===== config.mk =====
export PLATFORM = sky130hd
export DESIGN_NAME = multilevel_feedback_scheduler
export DESIGN_NICKNAME = d
export VERILOG_FILES = /design/src/sv/mfs_pkg.sv /design/src/sv/mfs_wrap_add.sv /design/src/sv/mfs_store.sv /design/src/sv/mfs_seq.sv /design/src/sv/multilevel_feedback_scheduler.sv
export VERILOG_INCLUDE_DIRS = /design/src /design/src/sv
export SDC_FILE = /design/constraint.sdc
export NUM_CORES = 1
export LEC_CHECK = 0
export BUFFER_PORTS_ARGS = -buffer_cell sky130_fd_sc_hd__buf_4
export CORE_MARGIN = 1
export CORE_UTILIZATION = 52
export CTS_CLUSTER_DIAMETER = 120
export DETAILED_ROUTE_END_ITERATION = 12
export PLACE_DENSITY = 0.77
export SLEW_MARGIN = 10
export SYNTH_ARGS = -nofsm -noshare
export SYNTH_HDL_FRONTEND = slang
export SYNTH_SLANG_ARGS = --single-unit

===== constraint.sdc =====
create_clock -name clk -period 6.95 [get_ports clk]
set_input_delay 1.0425 -clock clk [delete_from_list [all_inputs] [get_ports clk]]
set_output_delay 1.0425 -clock clk [all_outputs]
set_load 0.02 [all_outputs]

===== src/sv/assert_macros.svh =====
// ---------------------------------------------------------------------------
// Assertion macros
// Clocked assertion wrappers. They use the clk and rst_n names of the module
// that includes this file and compile to nothing when SYNTH is defined.
// ---------------------------------------------------------------------------
`ifndef ASSERT_MACROS_SVH
`define ASSERT_MACROS_SVH
`ifndef SYNTH
`define ASSERT_CLKD(lbl, prop, msg) \
    lbl: assert property (@(posedge clk) disable iff (!rst_n) (prop)) else $error(msg);
`define ASSERT_IMPLIES(lbl, ante, cons, msg) \
    lbl: assert property (@(posedge clk) disable iff (!rst_n) (ante) |-> (cons)) else $error(msg);
`else
`define ASSERT_CLKD(lbl, prop, msg)
`define ASSERT_IMPLIES(lbl, ante, cons, msg)
`endif
`endif


===== src/sv/mfs_pkg.sv =====
// ---------------------------------------------------------------------------
// mfs_pkg
// Shared codes, constants and request types of the feedback scheduler.
// ---------------------------------------------------------------------------
package mfs_pkg;

    localparam int TASKS_DEFAULT = 16;
    localparam int TID_W         = 4;
    localparam int PRIO_N        = 16;   // one entry per task id
    localparam int LVL_N         = 3;

    localparam logic [2:0] FUNC_SCHEDULE    = 3'd0;
    localparam logic [2:0] FUNC_BLOCK       = 3'd1;
    localparam logic [2:0] FUNC_UNBLOCK_ONE = 3'd2;
    localparam logic [2:0] FUNC_UNBLOCK_ALL = 3'd3;
    localparam logic [2:0] FUNC_ADMIT       = 3'd4;

    localparam logic [1:0] FAULT_OK    = 2'd0;
    localparam logic [1:0] FAULT_EMPTY = 2'd1;
    localparam logic [1:0] FAULT_FULL  = 2'd2;

    localparam logic [TID_W-1:0] IDLE_TASK = '0;

    localparam logic [1:0] PRIO_TOP    = 2'd1;
    localparam logic [1:0] PRIO_BOTTOM = 2'd3;

    typedef struct packed {
        logic             go;
        logic [2:0]       func;
        logic [TID_W-1:0] tid;
    } seq_req_t;

    typedef struct packed {
        logic             valid;
        logic [TID_W-1:0] running;
        logic             idle;
        logic [1:0]       fault;
    } seq_res_t;

endpackage


===== src/sv/mfs_wrap_add.sv =====
// ---------------------------------------------------------------------------
// mfs_wrap_add
// Shared pointer adder: (pointer + offset) modulo the queue depth.
// ---------------------------------------------------------------------------
module mfs_wrap_add
    import mfs_pkg::*;
#(
    parameter int TASKS = TASKS_DEFAULT
)
(
    input  logic [$clog2(TASKS)-1:0]   a,
    input  logic [$clog2(TASKS+1)-1:0] b,
    output logic [$clog2(TASKS)-1:0]   y
);

    localparam int PW = $clog2(TASKS);
    localparam int CW = $clog2(TASKS + 1);
    localparam int SW = CW + 1;

    logic [SW-1:0] sum;

    // The sum stays below twice the depth, so one subtract folds the wrap.
    assign sum = SW'(a) + SW'(b);
    assign y   = (sum >= SW'(TASKS)) ? PW'(sum - SW'(TASKS)) : PW'(sum);

endmodule


===== src/sv/mfs_store.sv =====
// ---------------------------------------------------------------------------
// mfs_store
// Ready queue and block queue storage, one write and one registered read
// port each.
// ---------------------------------------------------------------------------
module mfs_store
    import mfs_pkg::*;
#(
    parameter int TASKS = TASKS_DEFAULT
)
(
    input  logic                        clk,
    input  logic                        r_we,
    input  logic [$clog2(3*TASKS)-1:0]  r_waddr,
    input  logic [TID_W-1:0]            r_wdata,
    input  logic                        r_re,
    input  logic [$clog2(3*TASKS)-1:0]  r_raddr,
    output logic [TID_W-1:0]            r_rdata,
    input  logic                        b_we,
    input  logic [$clog2(TASKS)-1:0]    b_waddr,
    input  logic [TID_W-1:0]            b_wdata,
    input  logic                        b_re,
    input  logic [$clog2(TASKS)-1:0]    b_raddr,
    output logic [TID_W-1:0]            b_rdata
);

    logic [TID_W-1:0] ready_mem   [3*TASKS];
    logic [TID_W-1:0] blocked_mem [TASKS];

    always_ff @(posedge clk)
    begin
        if (r_we)
        begin
            ready_mem[r_waddr] <= r_wdata;
        end
        if (r_re)
        begin
            r_rdata <= ready_mem[r_raddr];
        end
    end

    always_ff @(posedge clk)
    begin
        if (b_we)
        begin
            blocked_mem[b_waddr] <= b_wdata;
        end
        if (b_re)
        begin
            b_rdata <= blocked_mem[b_raddr];
        end
    end

endmodule


===== src/sv/mfs_seq.sv =====
// ---------------------------------------------------------------------------
// mfs_seq
// Operation sequencer: queue pointers, priorities, running task, and the
// step order of each request over the shared adder and the stores.
// ---------------------------------------------------------------------------
`include "assert_macros.svh"

module mfs_seq
    import mfs_pkg::*;
#(
    parameter int TASKS = TASKS_DEFAULT
)
(
    input  logic     clk,
    input  logic     rst_n,
    input  seq_req_t req,
    input  logic     out_free,
    output logic     busy,
    output seq_res_t res
);

    localparam int PW  = $clog2(TASKS);
    localparam int CW  = $clog2(TASKS + 1);
    localparam int RAW = $clog2(3 * TASKS);

    typedef enum logic [10:0] {
        S_IDLE       = 11'b000_0000_0001,
        S_SCHED_TAIL = 11'b000_0000_0010,
        S_SCHED_PUSH = 11'b000_0000_0100,
        S_PICK       = 11'b000_0000_1000,
        S_POP        = 11'b000_0001_0000,
        S_BLOCK      = 11'b000_0010_0000,
        S_UB_CHECK   = 11'b000_0100_0000,
        S_UB_PUSH    = 11'b000_1000_0000,
        S_UB_ADV     = 11'b001_0000_0000,
        S_ADMIT      = 11'b010_0000_0000,
        S_DONE       = 11'b100_0000_0000
    } state_t;

    state_t           state_reg, state_next;
    logic [TID_W-1:0] running_reg, running_next;
    logic [1:0]       prio_reg [PRIO_N];
    logic [1:0]       prio_next [PRIO_N];
    logic [PW-1:0]    head_reg [LVL_N];
    logic [PW-1:0]    head_next [LVL_N];
    logic [CW-1:0]    cnt_reg [LVL_N];
    logic [CW-1:0]    cnt_next [LVL_N];
    logic [PW-1:0]    bhead_reg, bhead_next;
    logic [CW-1:0]    bcnt_reg, bcnt_next;
    logic [2:0]       func_reg, func_next;
    logic [TID_W-1:0] tid_reg, tid_next;
    logic [1:0]       fault_reg, fault_next;
    logic             idle_reg, idle_next;
    logic [1:0]       lvl_reg, lvl_next;
    logic [1:0]       pick_reg, pick_next;

    logic [PW-1:0]    add_a;
    logic [CW-1:0]    add_b;
    logic [PW-1:0]    add_y;

    logic             r_we, r_re, b_we, b_re;
    logic [RAW-1:0]   r_waddr, r_raddr;
    logic [TID_W-1:0] r_wdata, r_rdata;
    logic [PW-1:0]    b_waddr, b_raddr;
    logic [TID_W-1:0] b_wdata, b_rdata;

    logic             store_we;
    logic             res_idle;
    logic             empty_fault;
    logic             unblock_one;
    logic             cnt_in_range;

    function automatic logic [RAW-1:0] rbase(input logic [1:0] l);
        logic [RAW-1:0] base;
        case (l)
            2'd1:    base = RAW'(TASKS);
            2'd2:    base = RAW'(2 * TASKS);
            default: base = '0;
        endcase
        return base;
    endfunction

    mfs_wrap_add #(.TASKS(TASKS)) u_add
    (
        .a (add_a),
        .b (add_b),
        .y (add_y)
    );

    mfs_store #(.TASKS(TASKS)) u_store
    (
        .clk     (clk),
        .r_we    (r_we),
        .r_waddr (r_waddr),
        .r_wdata (r_wdata),
        .r_re    (r_re),
        .r_raddr (r_raddr),
        .r_rdata (r_rdata),
        .b_we    (b_we),
        .b_waddr (b_waddr),
        .b_wdata (b_wdata),
        .b_re    (b_re),
        .b_raddr (b_raddr),
        .b_rdata (b_rdata)
    );

    assign busy = (state_reg != S_IDLE);

    always_comb
    begin
        logic [1:0] old_lvl;
        logic [1:0] lvl;
        logic       at_tail;

        old_lvl      = prio_reg[running_reg];
        lvl          = (old_lvl == 2'd0) ? PRIO_TOP : old_lvl;
        at_tail      = (bcnt_reg != '0) && (b_rdata == running_reg);

        state_next   = state_reg;
        running_next = running_reg;
        prio_next    = prio_reg;
        head_next    = head_reg;
        cnt_next     = cnt_reg;
        bhead_next   = bhead_reg;
        bcnt_next    = bcnt_reg;
        func_next    = func_reg;
        tid_next     = tid_reg;
        fault_next   = fault_reg;
        idle_next    = idle_reg;
        lvl_next     = lvl_reg;
        pick_next    = pick_reg;

        add_a   = '0;
        add_b   = '0;
        r_we    = 1'b0;
        r_waddr = '0;
        r_wdata = running_reg;
        r_re    = 1'b0;
        r_raddr = '0;
        b_we    = 1'b0;
        b_waddr = '0;
        b_wdata = running_reg;
        b_re    = 1'b0;
        b_raddr = '0;
        res     = '0;

        case (state_reg)
            S_IDLE:
            begin
                if (req.go)
                begin
                    func_next  = req.func;
                    tid_next   = req.tid;
                    fault_next = FAULT_OK;
                    idle_next  = 1'b0;
                    case (req.func)
                        FUNC_SCHEDULE:    state_next = S_SCHED_TAIL;
                        FUNC_BLOCK:       state_next = S_BLOCK;
                        FUNC_UNBLOCK_ONE: state_next = S_UB_CHECK;
                        FUNC_UNBLOCK_ALL: state_next = S_UB_CHECK;
                        FUNC_ADMIT:       state_next = S_ADMIT;
                        default:          state_next = S_DONE;
                    endcase
                end
            end

            S_SCHED_TAIL:
            begin
                // Demote always; fetch the block queue tail for the requeue test.
                prio_next[running_reg] = (lvl == PRIO_BOTTOM) ? PRIO_BOTTOM : lvl + 2'd1;
                lvl_next = lvl - 2'd1;
                add_a    = bhead_reg;
                add_b    = CW'(bcnt_reg - CW'(1));
                b_re     = 1'b1;
                b_raddr  = add_y;
                state_next = S_SCHED_PUSH;
            end

            S_SCHED_PUSH:
            begin
                if ((running_reg != IDLE_TASK) && !at_tail)
                begin
                    if (cnt_reg[lvl_reg] == CW'(TASKS))
                    begin
                        fault_next = FAULT_FULL;
                    end
                    else
                    begin
                        add_a   = head_reg[lvl_reg];
                        add_b   = cnt_reg[lvl_reg];
                        r_we    = 1'b1;
                        r_waddr = rbase(lvl_reg) + RAW'(add_y);
                        cnt_next[lvl_reg] = cnt_reg[lvl_reg] + CW'(1);
                    end
                end
                state_next = S_PICK;
            end

            S_PICK:
            begin
                state_next = S_POP;
                r_re       = 1'b1;
                if (cnt_reg[0] != '0)
                begin
                    pick_next = 2'd0;
                end
                else if (cnt_reg[1] != '0)
                begin
                    pick_next = 2'd1;
                end
                else if (cnt_reg[2] != '0)
                begin
                    pick_next = 2'd2;
                end
                else
                begin
                    r_re         = 1'b0;
                    running_next = IDLE_TASK;
                    idle_next    = 1'b1;
                    state_next   = S_DONE;
                end
                r_raddr = rbase(pick_next) + RAW'(head_reg[pick_next]);
            end

            S_POP:
            begin
                running_next = r_rdata;
                add_a        = head_reg[pick_reg];
                add_b        = CW'(1);
                head_next[pick_reg] = add_y;
                cnt_next[pick_reg]  = cnt_reg[pick_reg] - CW'(1);
                state_next   = S_DONE;
            end

            S_BLOCK:
            begin
                if (bcnt_reg == CW'(TASKS))
                begin
                    fault_next = FAULT_FULL;
                end
                else
                begin
                    add_a     = bhead_reg;
                    add_b     = bcnt_reg;
                    b_we      = 1'b1;
                    b_waddr   = add_y;
                    bcnt_next = bcnt_reg + CW'(1);
                end
                state_next = S_DONE;
            end

            S_UB_CHECK:
            begin
                if (bcnt_reg == '0)
                begin
                    if (func_reg == FUNC_UNBLOCK_ONE)
                    begin
                        fault_next = FAULT_EMPTY;
                    end
                    state_next = S_DONE;
                end
                else if (cnt_reg[0] == CW'(TASKS))
                begin
                    fault_next = FAULT_FULL;
                    state_next = S_DONE;
                end
                else
                begin
                    b_re       = 1'b1;
                    b_raddr    = bhead_reg;
                    state_next = S_UB_PUSH;
                end
            end

            S_UB_PUSH:
            begin
                add_a       = head_reg[0];
                add_b       = cnt_reg[0];
                r_we        = 1'b1;
                r_waddr     = RAW'(add_y);
                r_wdata     = b_rdata;
                cnt_next[0] = cnt_reg[0] + CW'(1);
                state_next  = S_UB_ADV;
            end

            S_UB_ADV:
            begin
                add_a      = bhead_reg;
                add_b      = CW'(1);
                bhead_next = add_y;
                bcnt_next  = bcnt_reg - CW'(1);
                state_next = (func_reg == FUNC_UNBLOCK_ALL) ? S_UB_CHECK : S_DONE;
            end

            S_ADMIT:
            begin
                if ((tid_reg != IDLE_TASK) && (int'(tid_reg) < TASKS))
                begin
                    if (cnt_reg[0] == CW'(TASKS))
                    begin
                        fault_next = FAULT_FULL;
                    end
                    else
                    begin
                        add_a       = head_reg[0];
                        add_b       = cnt_reg[0];
                        r_we        = 1'b1;
                        r_waddr     = RAW'(add_y);
                        r_wdata     = tid_reg;
                        cnt_next[0] = cnt_reg[0] + CW'(1);
                        prio_next[tid_reg] = PRIO_TOP;
                    end
                end
                state_next = S_DONE;
            end

            S_DONE:
            begin
                if (out_free)
                begin
                    res.valid   = 1'b1;
                    res.running = running_reg;
                    res.idle    = idle_reg;
                    res.fault   = fault_reg;
                    state_next  = S_IDLE;
                end
            end

            default:
            begin
                state_next = S_IDLE;
            end
        endcase
    end

    always_ff @(posedge clk or negedge rst_n)
    begin
        if (!rst_n)
        begin
            state_reg   <= S_IDLE;
            running_reg <= IDLE_TASK;
            bhead_reg   <= '0;
            bcnt_reg    <= '0;
            for (int i = 0; i < PRIO_N; i++)
            begin
                prio_reg[i] <= PRIO_TOP;
            end
            for (int i = 0; i < LVL_N; i++)
            begin
                head_reg[i] <= '0;
                cnt_reg[i]  <= '0;
            end
        end
        else
        begin
            state_reg   <= state_next;
            running_reg <= running_next;
            bhead_reg   <= bhead_next;
            bcnt_reg    <= bcnt_next;
            prio_reg    <= prio_next;
            head_reg    <= head_next;
            cnt_reg     <= cnt_next;
        end
    end

    always_ff @(posedge clk)
    begin
        func_reg  <= func_next;
        tid_reg   <= tid_next;
        fault_reg <= fault_next;
        idle_reg  <= idle_next;
        lvl_reg   <= lvl_next;
        pick_reg  <= pick_next;
    end

    assign store_we     = r_we || b_we;
    assign res_idle     = res.valid && res.idle;
    assign empty_fault  = res.valid && (res.fault == FAULT_EMPTY);
    assign unblock_one  = (func_reg == FUNC_UNBLOCK_ONE);
    assign cnt_in_range = (cnt_reg[0] <= CW'(TASKS)) && (cnt_reg[1] <= CW'(TASKS)) &&
                          (cnt_reg[2] <= CW'(TASKS)) && (bcnt_reg <= CW'(TASKS));

    `ASSERT_IMPLIES(a_no_write_idle, state_reg == S_IDLE, !store_we, "store write while idle")
    `ASSERT_IMPLIES(a_go_when_idle, req.go, state_reg == S_IDLE, "request taken while busy")
    `ASSERT_IMPLIES(a_idle_flag, res_idle, res.running == IDLE_TASK, "idle flag with task")
    `ASSERT_IMPLIES(a_empty_fault, empty_fault, unblock_one, "empty fault on wrong request")
    `ASSERT_CLKD(a_cnt_bound, cnt_in_range, "queue count above depth")

endmodule


===== src/sv/multilevel_feedback_scheduler.sv =====
// ---------------------------------------------------------------------------
// multilevel_feedback_scheduler
// Each request walks its sequencer states, then shows its result; unblock-all
// repeats check, push and advance per task moved; other codes go straight to done.
// One request at a time; the next is taken in the cycle its result shows.
// Reset (async, active low): queues empty, all priorities 1, task 0 running.
// ---------------------------------------------------------------------------
module multilevel_feedback_scheduler
    import mfs_pkg::*;
#(
    parameter int TASKS = TASKS_DEFAULT
)
(
    input  logic             clk,
    input  logic             rst_n,
    input  logic             in_valid,
    output logic             in_stall,
    input  logic [2:0]       func,
    input  logic [TID_W-1:0] task_id,
    output logic             out_valid,
    input  logic             out_stall,
    output logic [TID_W-1:0] running_task,
    output logic             idle_chosen,
    output logic [1:0]       fault
);

    seq_req_t         req;
    seq_res_t         res;
    logic             busy;
    logic             out_free;

    logic             out_valid_reg;
    logic [TID_W-1:0] running_task_reg;
    logic             idle_chosen_reg;
    logic [1:0]       fault_reg;

    // Hold off new requests while the sequencer walks the stores; a
    // finished result waiting in the output register does not block intake.
    assign in_stall = busy;

    assign req.go   = in_valid && !busy;
    assign req.func = func;
    assign req.tid  = task_id;

    // The output register may take a new result when empty or being drained.
    assign out_free = !out_valid_reg || !out_stall;

    mfs_seq #(.TASKS(TASKS)) u_seq
    (
        .clk      (clk),
        .rst_n    (rst_n),
        .req      (req),
        .out_free (out_free),
        .busy     (busy),
        .res      (res)
    );

    // Advance the valid flag: load on a result, drop once the result is taken.
    always_ff @(posedge clk or negedge rst_n)
    begin
        if (!rst_n)
        begin
            out_valid_reg <= 1'b0;
        end
        else if (res.valid)
        begin
            out_valid_reg <= 1'b1;
        end
        else if (!out_stall)
        begin
            out_valid_reg <= 1'b0;
        end
    end

    // Payload holds while stalled, since results arrive only when free.
    always_ff @(posedge clk)
    begin
        if (res.valid)
        begin
            running_task_reg <= res.running;
            idle_chosen_reg  <= res.idle;
            fault_reg        <= res.fault;
        end
    end

    assign out_valid    = out_valid_reg;
    assign running_task = running_task_reg;
    assign idle_chosen  = idle_chosen_reg;
    assign fault        = fault_reg;

endmodule


Word level (Yosys, flattened, before mapping)

Memory sizes are Yosys's and may differ from the RTL's. A register that Yosys moved wholly into a read port is not among the register bits.
Cells that the tools add are included.

Flip-flop bits (word level): 105
Memory bits (writable): 256
Bits of input ports: 11
Output and inout bits: 9
Word-level logic and storage cells: 281
Memories: 2

Add/sub/neg operators: 11
$lt $le $gt $ge: 10
Equality and inequality tests: 41
Multiplexer cells: 131
Bitwise operators: 8
Reduce and logical (&&, ||, !) cells: 42

Memories:

| name                      | depth | width | read ports | clocked after Yosys merged registers in | write ports | RTL line        | text |
|---|---|---|---|---|---|---|---|
| u_seq.u_store.ready_mem   | 48    | 4     | 1          | 1                                       | 1           | mfs_store.sv:27 | `logic [TID_W-1:0] ready_mem [3*TASKS];` |
| u_seq.u_store.blocked_mem | 16    | 4     | 1          | 1                                       | 1           | mfs_store.sv:28 | `logic [TID_W-1:0] blocked_mem [TASKS];` |

Operators by type and width:

| operator          | count |
|---|---|
| $pmux 11 s9       | 1 |
| $mux 4            | 23 |
| $mux 11           | 8 |
| $mux 5            | 14 |
| $mux 32           | 2 |
| $pmux 32 s2       | 1 |
| $mux 6            | 8 |
| $pmux 11 s4       | 1 |
| $mux 2            | 18 |
| $bwmux 32         | 1 |
| $bwmux 15         | 2 |
| $mux 15           | 2 |
| $pmux 5 s6        | 1 |
| $reduce_bool 5->1 | 5 |
| $bmux 4 s2        | 3 |
| $pmux 4 s2        | 3 |
| $pmux 4 s6        | 1 |
| $pmux 6 s2        | 2 |
| $mux 1            | 21 |
| $bmux 5 s2        | 2 |
| $demux 5 s2       | 2 |
| $pmux 10 s2       | 1 |
| $pmux 5 s4        | 1 |
| $pmux 6 s3        | 1 |
| other kinds (63)  | 119 |

Longest topological paths before layout

Gate-level depths: netlist of run 1.

Depth after elaboration: 15
Gate-level depth with buffers: 19
Gate-level depth less buffers: 17

Modules after synthesis

Synthesis of run 1 repeated with hierarchy kept, for this count alone.

Cells, all modules: 1,274
Area, all modules: 17,296.6 µm²

Modules (own cells, without submodules):

| module                        | times used | cells an instance | area an instance (µm²) | sequential area each (µm²) |
|---|---|---|---|---|
| mfs_store                     | 1          | 553               | 10,557.6               | 7,927.6 |
| mfs_seq                       | 1          | 701               | 6,386.1                | 2,518.7 |
| multilevel_feedback_scheduler | 1          | 11                | 252.7                  | 235.2 |
| mfs_wrap_add                  | 1          | 9                 | 100.1                  | 0.0 |

Worst setup path before layout of run 1

No wires, ideal clock.

Kind: register to register
From: register u_seq.lvl_reg[1]
To: memory u_seq.u_store.blocked_mem[6][0], enable pin
Arrival: 4.129 ns
Path slack: 2.460 ns
Stages on the path, launching flop included: 17
Path buffers: 3
Period minus slack after synthesis: 4.490 ns
Cell sequence: edfxtp_1 nor2b_1 clkbuf_1 a21oi_1 ha_1 and4b_1 or3_1 buf_2 o21ai_0 ha_1 a21o_1 a21oi_1 xor2_1 xnor2_1 clkbuf_1 nand3_1 nor3_1

Word-level cells in the longest chain between the ends: 13
Elaborated cells between the ends (all ways): 20

Ends and longest elaborated chain:

| what                                             | RTL line                                       | text |
|---|---|---|
| start: declaration                               | mfs_seq.sv:54                                  | `logic [1:0] lvl_reg, lvl_next;` |
| start signal: assignment                         | mfs_seq.sv:372                                 | `lvl_reg <= lvl_next;` |
| $not 2->3 (not written as such) (*)              | mfs_seq.sv:183, mfs_seq.sv:189, mfs_seq.sv:190 |  |
| $bmux 5 s2                                       | mfs_seq.sv:183, mfs_seq.sv:190                 |  |
| $mux 5 (not written as such) (2 in series)       | mfs_seq.sv:183, mfs_seq.sv:190                 |  |
| $eq 5x5->1                                       | mfs_seq.sv:183                                 | `if (cnt_reg[lvl_reg] == CW'(TASKS))` |
| $mux 4 / $mux 5 (equally long branches)          | mfs_seq.sv:183                                 |  |
| $mux 4 / $mux 5 (equally long branches)          | mfs_seq.sv:181                                 | `if ((running_reg != IDLE_TASK) && !at_tail)` |
| $pmux 4 s6 / $pmux 5 s6 (equally long branches)  | mfs_seq.sv:147                                 | `case (state_reg)` |
| $add 4x5->6 (*)                                  | mfs_wrap_add.sv:23                             | `assign sum = SW'(a) + SW'(b);` |
| $ge 6x5->1 / $sub 4x1->4 (equally long branches) | mfs_wrap_add.sv:24                             | `assign y = (sum >= SW'(TASKS)) ? PW'(sum - SW'(TASKS)) : PW'(sum);` |
| $mux 4 (*)                                       | mfs_wrap_add.sv:24                             |  |
| $mux 4 (*)                                       | mfs_seq.sv:237                                 | `if (bcnt_reg == CW'(TASKS))` |
| $mux 4 (*)                                       | mfs_seq.sv:147                                 |  |
| end: declaration                                 | mfs_store.sv:28                                |  |

Mark *: on every way between the ends. The rest lies on a longest branch, timed or not. The select of a mux whose other input is x is not followed.

Worst setup path in the final report of run 1

From: register u_seq.lvl_reg[1]
To: register u_seq.u_store.b_rdata[2] (read register of u_seq.u_store.blocked_mem), data pin

Word-level cells in the longest chain between the ends: 12
Elaborated cells between the ends (all ways): 19

Ends and longest elaborated chain:

| what                                             | RTL line                                       | text |
|---|---|---|
| $not 2->3 (not written as such) (*)              | mfs_seq.sv:183, mfs_seq.sv:189, mfs_seq.sv:190 |  |
| $bmux 5 s2                                       | mfs_seq.sv:183, mfs_seq.sv:190                 |  |
| $mux 5 (not written as such) (2 in series)       | mfs_seq.sv:183, mfs_seq.sv:190                 |  |
| $eq 5x5->1                                       | mfs_seq.sv:183                                 |  |
| $mux 4 / $mux 5 (equally long branches)          | mfs_seq.sv:183                                 |  |
| $mux 4 / $mux 5 (equally long branches)          | mfs_seq.sv:181                                 |  |
| $pmux 4 s6 / $pmux 5 s6 (equally long branches)  | mfs_seq.sv:147                                 |  |
| $add 4x5->6 (*)                                  | mfs_wrap_add.sv:23                             |  |
| $ge 6x5->1 / $sub 4x1->4 (equally long branches) | mfs_wrap_add.sv:24                             |  |
| $mux 4 (*)                                       | mfs_wrap_add.sv:24                             |  |
| $pmux 4 s2 (*)                                   | mfs_seq.sv:147                                 |  |
| end: declaration                                 | mfs_store.sv:24                                | `output logic [TID_W-1:0] b_rdata` |

Marked as above.
A chain may end at the register's enable or synchronous reset.

==> metrics, run 1 <==
status finished clean; asr flop ratio synth 22.8%; GRT Overall Usage 27.0%; post-cts resize count 0; DR iter-0 viols 1920; min-delay worst type in -> async; Final Skew 0.0272 ns; register area 10700 sq um; GPL Wtd Cong roughly 0.94; total CTS buffers 38; CP max stage delay 0.65 ns; CP most frequent cell a21oi_1; Max Cap Viol 0; first-pass GRT wire length 69300 um; Final Hold Viols 0; area grow syn2layout 11.1%; Syn Area/Cell roughly 11 sq um; area leader, netlist edfxtp_1; core footprint 32500 sq um; largest cells by area after synthesis edfxtp_1, dfrtp_1, nand2_1; max FFs per register 192; Starting Density roughly 53%; Die ar. 33900 sq um; IO Pins 20; CP Buf/Inv Count 1; synthesized area ~17000 sq um; VDD IR max 0.234 mV; Final period util 79.9%; Crit. End Element flip-flop; kind of critical path reg -> reg; DRT Wirelength 44900 um; drt wl/cell 22.7 um; Residual DRC 0; FMAX around 180 MHz; # diodes 0; area share of the largest cell type after synthesis 49.7%; CP max FO 17; dpl hpwl 29200 um; P per Cell Area 267 nW/um^2; Synth Warn # 0; DR vias/cell 6.44; overall power 5.12 mW; setup_tns 0 ns; Mapped Cells 1500; Worst Path Arrival 5.81 ns; Rows 66; vias in the first global route 12114; pin count of the biggest net entering global routing 85; clock latency on the worst-skew pair 0.56 ns; max-slew violations 0; number of flops mapped to enable cells by yosys 285; final setup vio count 0; Worst Setup Start Kind flip-flop; Synth Flop Type edfxtp_1; initial antenna violation count 0; RSZ-0062 raised after global routing false; Die H 184 um; H-tree depth 2; Crit-path slowest cell nor2b_1; Net Count, Synth 1523; Max clock buf depth 3; CP Cell Sequence nor2b_1, a21oi_1, ha_1, and4b_1, or3_1, o21ai_0, ha_1, a21o_1, a21oi_1, xor2_1, xnor2_1, buf_4, a2bb2oi_2, a211oi_1, a211oi_1, a21oi_1; multi-input logic area 6190 sq um; total leakage power around 6.8 nW; clock sinks about 370; port buffer count 19; CTS Hold Bufs 0; GRT overflow 0; Pre-antenna DRT Iters 6; share of layout cells above drive strength 1 10.6%; Final min period 5.55 ns; DR vias 12735; Tightest Pin Transition around 1.2 ns; clk root buf clkbuf_16; cell family with most CP delay compound AO/OA/AOI/OAI gates; Unique masters post-synth 77; Reg2Reg Setup Slack 1.40 ns; Setup Buffers After CTS 0; Commonest cells post-synth edfxtp_1, nand2_1, nor2_1; Fillers 2627; Worst-path clk slew 0.06 ns; most numerous cell in the Yosys netlist edfxtp_1; #FFs+latches synth 369; TritonCTS clock tree yes; Rel. slew slack about a fifth; Crit path required time 7.21 ns; Nets 1528; sequential share of the synthesized area 62.0%; chip width ~180 um; antenna-violating nets left 0
[report_power, final]
group	leakage, nW	total, mW	switching, mW	internal, mW
Clock	0.611	2.08	0.862	1.22
Sequential	3.44	2.52	0.0701	2.45
Combinational	2.76	0.520	0.348	0.172
[logic make-up (layout without fill, tap and decap cells)]
| family | after synthesis | count (layout) | synth area share [%] |
|---|---|---|---|
| adder cells (fa/ha/maj) | 12 | 12 | 0.915 |
| XOR/XNOR | 22 | 22 | 1.12 |
| buffers and inverters | 105 | 139 | 2.56 |
| AO/OA/AOI/OAI | 346 | 346 | 13.3 |
| flip-flops | 369 | 369 | 62.0 |
| AND/OR/NAND/NOR | 586 | 586 | 15.9 |
| multiplexers | 60 | 60 | 4.17 |
[final cells by class]
| cell class | count | area share, % |
|---|---|---|
| sequential | 369 | 55.8 |
| clock inverter | 21 | 1.40 |
| timing repair buffer | 46 | 1.82 |
| inverter | 24 | 0.471 |
| tap | 442 | 2.89 |
| multi-input combinational | 1026 | 32.4 |
| clock buffer | 48 | 5.22 |
[cells in the final DEF, fill, tap and decap left out, types with 38 or more instances in the layout]
cell type / n
buf_4: 45
nor2_1: 124
dfrtp_1: 67
o21ai_0: 81
a21oi_1: 65
nand2_1: 243
nor3_1: 44
clkbuf_16: 38
a211oi_1: 51
mux2i_1: 47
edfxtp_1: 285
[per-stage QoR]
step                      std cells  cell area (sq um)  setup slack [ns]  hold slack, ns  util, %
after floorplan                1500              17200              2.46           0.438        -
after detailed placement       1906              17900              1.33           0.462     54.9
final                          1976              19100              1.40           0.398     58.8
after global placement         1906              17900              1.51           0.458     54.9
after CTS                      1975              19100              1.29           0.396     58.8
after global routing           1976              19100             0.989           0.415     58.8
[path summary, 6_finish.rpt]
kind                                         start                       end  depth (start not counted)
worst max-delay path              u_seq.lvl_reg[1]  u_seq.u_store.b_rdata[2]                         16
worst min-delay path                         rst_n          u_seq.b_wdata[2]                          1
worst max register to register    u_seq.lvl_reg[1]  u_seq.u_store.b_rdata[2]                         16
worst min register to register  u_seq.prio_reg[31]        u_seq.prio_reg[31]                          1
max in group asynchronous                    rst_n          u_seq.cnt_reg[3]                          2
min in group clk                u_seq.prio_reg[31]        u_seq.prio_reg[31]                          1
[per-layer routing]
metal / track usage [%] / part of all wire (%) / vias up
met5: 0 / 0 / -
met4: 9.93 / 3.1 / 0
met3: 4.46 / 9.2 / 116
met2: 41.8 / 46 / 738
met1: 38.4 / 42 / 6236
li1: - / - / 5645
(Power assumes the default switching activity.)
==> run 2, diff against run 1 <==
--- a/config.mk
+++ b/config.mk
@@ -6,6 +6,7 @@
 export SDC_FILE = /design/constraint.sdc
 export NUM_CORES = 1
 export LEC_CHECK = 0
+export ABC_AREA = 1
 export BUFFER_PORTS_ARGS = -buffer_cell sky130_fd_sc_hd__buf_4
 export CORE_MARGIN = 1
 export CORE_UTILIZATION = 52
==> constraint.sdc (replaced) <==
create_clock -name clk -period 5.63 [get_ports clk]
set_input_delay 0.8445 -clock clk [delete_from_list [all_inputs] [get_ports clk]]
set_output_delay 0.8445 -clock clk [all_outputs]
set_load 0.02 [all_outputs]
==> run 2 against run 1 <==
Design area increased by 4.0%; first-iteration DRC count down 19%; die area increased by 4.7%; critical path type unchanged.
==> metrics, run 2 <==
status finished clean; Crit path required time 5.85 ns (-1.36 ns); pin count of the biggest net entering global routing 73 (-14%); Max clock buf depth 3 (unchanged); total leakage power 7.49 nW (+10%); setup_tns 0 ns (unchanged); antenna-violating nets left 0 (unchanged); Fillers 2813 (+7.1%); asr flop ratio synth 22.8% (unchanged); most numerous cell in the Yosys netlist nand2_1; hold slack final 0.109 ns (-0.289 ns); Placed Area 18700 sq um (+4.5%); Die H 188 um (+2.3%); Syn Area/Cell 9.79 sq um (-15%); CP Depth 17 (+1); VDD IR max 0.304 mV (+30%); clock sinks 369 (unchanged); IO Pins 20 (unchanged); Final Hold Viols 0 (unchanged); Crit. End Element flip-flop; initial antenna violation count 0 (unchanged); post-cts resize count 0 (unchanged); area share of the largest cell type after synthesis 47.4% (-2.3 points); synthesized area 18000 sq um (+4.7%); final instance area 19900 sq um (+4.0%); area grow syn2layout 10.2%; Nets 1879 (+23%); share of layout cells above drive strength 1 11.3% (+0.73 points); number of flops mapped to enable cells by yosys 285 (unchanged); drt wl/cell 19.4 um (-15%); vias in the first global route 13386 (+11%); GRT overflow 0 (unchanged); Mapped Cells 1843 (+23%); Final min period 4.96 ns (-0.588 ns); core footprint 33900 sq um (+4.1%); largest cells by area after synthesis edfxtp_1, dfrtp_1, nand3_1; final setup vio count 0 (unchanged); first-pass GRT wire length 72100 um (+4.1%); Final Skew 0.0275 ns (+0.000265 ns); commonest non-fill, non-tap cells in the layout nand2_1, edfxtp_1, nand3_1, nor2_1, inv_1; #FFs+latches synth 369 (unchanged); Unique masters post-synth 62 (-19%); Synth Warn # 0 (unchanged); CP max stage delay 0.58 ns (-0.07 ns); dpl hpwl 30200 um (+3.6%); CP most frequent cell inv_1; chip width 188 um (+2.3%); Worst Setup Start Kind flip-flop; Starting Density 53.3% (+0.33 points); CP Buf/Inv Count 4 (+3); CTS Hold Bufs 0 (unchanged); Worst-path clk slew 0.06 ns (about the same); FMAX 202 MHz (+12%); most common cell after layout, fill and taps aside nand2_1; min-delay worst type in -> async; RSZ-0062 raised after global routing false; Commonest cells post-synth nand2_1, edfxtp_1, nand3_1; area leader, netlist edfxtp_1; CP max FO 10 (-7); DR vias 13895 (+9.1%); GPL Wtd Cong 0.951 (+1.4%); DR vias/cell 5.95 (-7.7%); Crit-path slowest cell fa_1; Die ar. 35500 sq um (+4.7%); kind of critical path reg -> reg; CP Cell Sequence nor2_2, inv_1, o221ai_1, inv_1, ha_1, nand2_1, nor2_4, nor2_2, inv_2, o22ai_1, o21ai_0, o2111ai_1, ha_1, fa_1, inv_1, nand4_1, nor2_1; Residual DRC 0 (unchanged); cell family with most CP delay simple AND/OR/NAND/NOR gates; overall power 6.28 mW (+23%); max-slew violations 0 (unchanged); H-tree depth 2 (unchanged); Rows 67 (+1.5%); DRT Wirelength 45200 um (+0.72%); sequential share of the synthesized area 59.2% (-2.8 points); Worst Path Arrival 5.19 ns (-0.62 ns); R2R depth 17 (+1); Max Cap Viol 0 (unchanged); Net Count, Synth 1866 (+23%); Final period util 88.1% (+8.3 points); # diodes 0 (unchanged); max FFs per register 192 (unchanged); Tightest Pin Transition 1.01 ns (-0.181 ns); DR iter-0 viols 1553 (-19%); GRT Overall Usage 25.9% (-1.1 points); clock latency on the worst-skew pair 0.57 ns (about the same); Setup Buffers After CTS 0 (unchanged); port buffer count 19 (unchanged); TritonCTS clock tree yes; P per Cell Area 316 nW/um^2 (+18%); clk root buf clkbuf_16; total CTS buffers 40 (+5.3%); Synth Flop Type edfxtp_1; Rel. slew slack 32.7% (+12 points); Pre-antenna DRT Iters 6 (unchanged)
-- run 2: changes by cell type after synthesis, moves of 28 or more --
| cell | change |
|---|---|
| inv_1 | +160 |
| o211ai_1 | +35 |
| nand3_1 | +210 |
| o21ai_0 | +30 |
| and2_1 | -29 |
| nor3_1 | -30 |
| mux2i_1 | -47 |
| a211oi_1 | -38 |
| a31oi_1 | -30 |
| nor2_1 | +84 |
| nand2_1 | +63 |
| clkbuf_1 | -28 |
-- run 2: layout make-up --
type | instances | area (sq um) | share of cell area [%]
Tap cell | 448 | 561 | 2.82
Multi-Input combinational cell | 1203 | 6340 | 31.9
Sequential cell | 369 | 10700 | 53.7
Clock inverter | 24 | 180 | 0.906
Timing Repair Buffer | 42 | 315 | 1.58
Clock buffer | 49 | 1050 | 5.30
Inverter | 200 | 761 | 3.82
-- run 2: final timing paths --
path	endpoint	from	slack, ns
worst max-delay path	u_seq.u_store.ready_mem[25][1]	u_seq.lvl_reg[0]	0.67
worst min-delay path	u_seq.prio_reg[7]	rst_n	0.11
worst max register to register	u_seq.u_store.ready_mem[25][1]	u_seq.lvl_reg[0]	0.67
worst min register to register	u_seq.bcnt_reg[4]	u_seq.bcnt_reg[4]	0.47
max in group asynchronous	u_seq.b_wdata[3]	rst_n	4.32
min in group clk	u_seq.state_reg[1]	func[0]	0.45
-- run 2: layer usage --
metal / track usage [%] / wire (um)
met2: 41.5 / 21200
met4: 10.3 / 1480
met3: 3.89 / 3670
met5: 0 / 0
met1: 35.6 / 18800
-- run 2: through the flow --
step | setup slack [ns] | cells | utilization [%]
floorplan | 1.50 | 1843 | -
global placement | 0.972 | 2262 | 55.1
detailed placement | 0.796 | 2262 | 55.1
CTS | 0.747 | 2335 | 58.7
global route | 0.378 | 2335 | 58.7
finish | 0.668 | 2335 | 58.7
-- run 2: kinds of logic (layout without fill, tap and decap cells) --
kind of cell / Yosys count / count (layout) / synth area share (%)
adder cells (fa/ha/maj): 12 / 12 / 0.874
flip-flops: 369 / 369 / 59.2
multiplexers: 6 / 6 / 0.374
buffers and inverters: 271 / 315 / 6.15
AO/OA/AOI/OAI: 304 / 304 / 10.9
AND/OR/NAND/NOR: 860 / 860 / 21.5
XOR/XNOR: 21 / 21 / 1.02
-- run 2: power breakdown --
part	internal, mW	total [mW]	switching [mW]	leakage, nW
clock network	1.39	2.48	1.09	0.602
logic	0.193	0.714	0.521	3.55
registers	3.02	3.08	0.0603	3.34
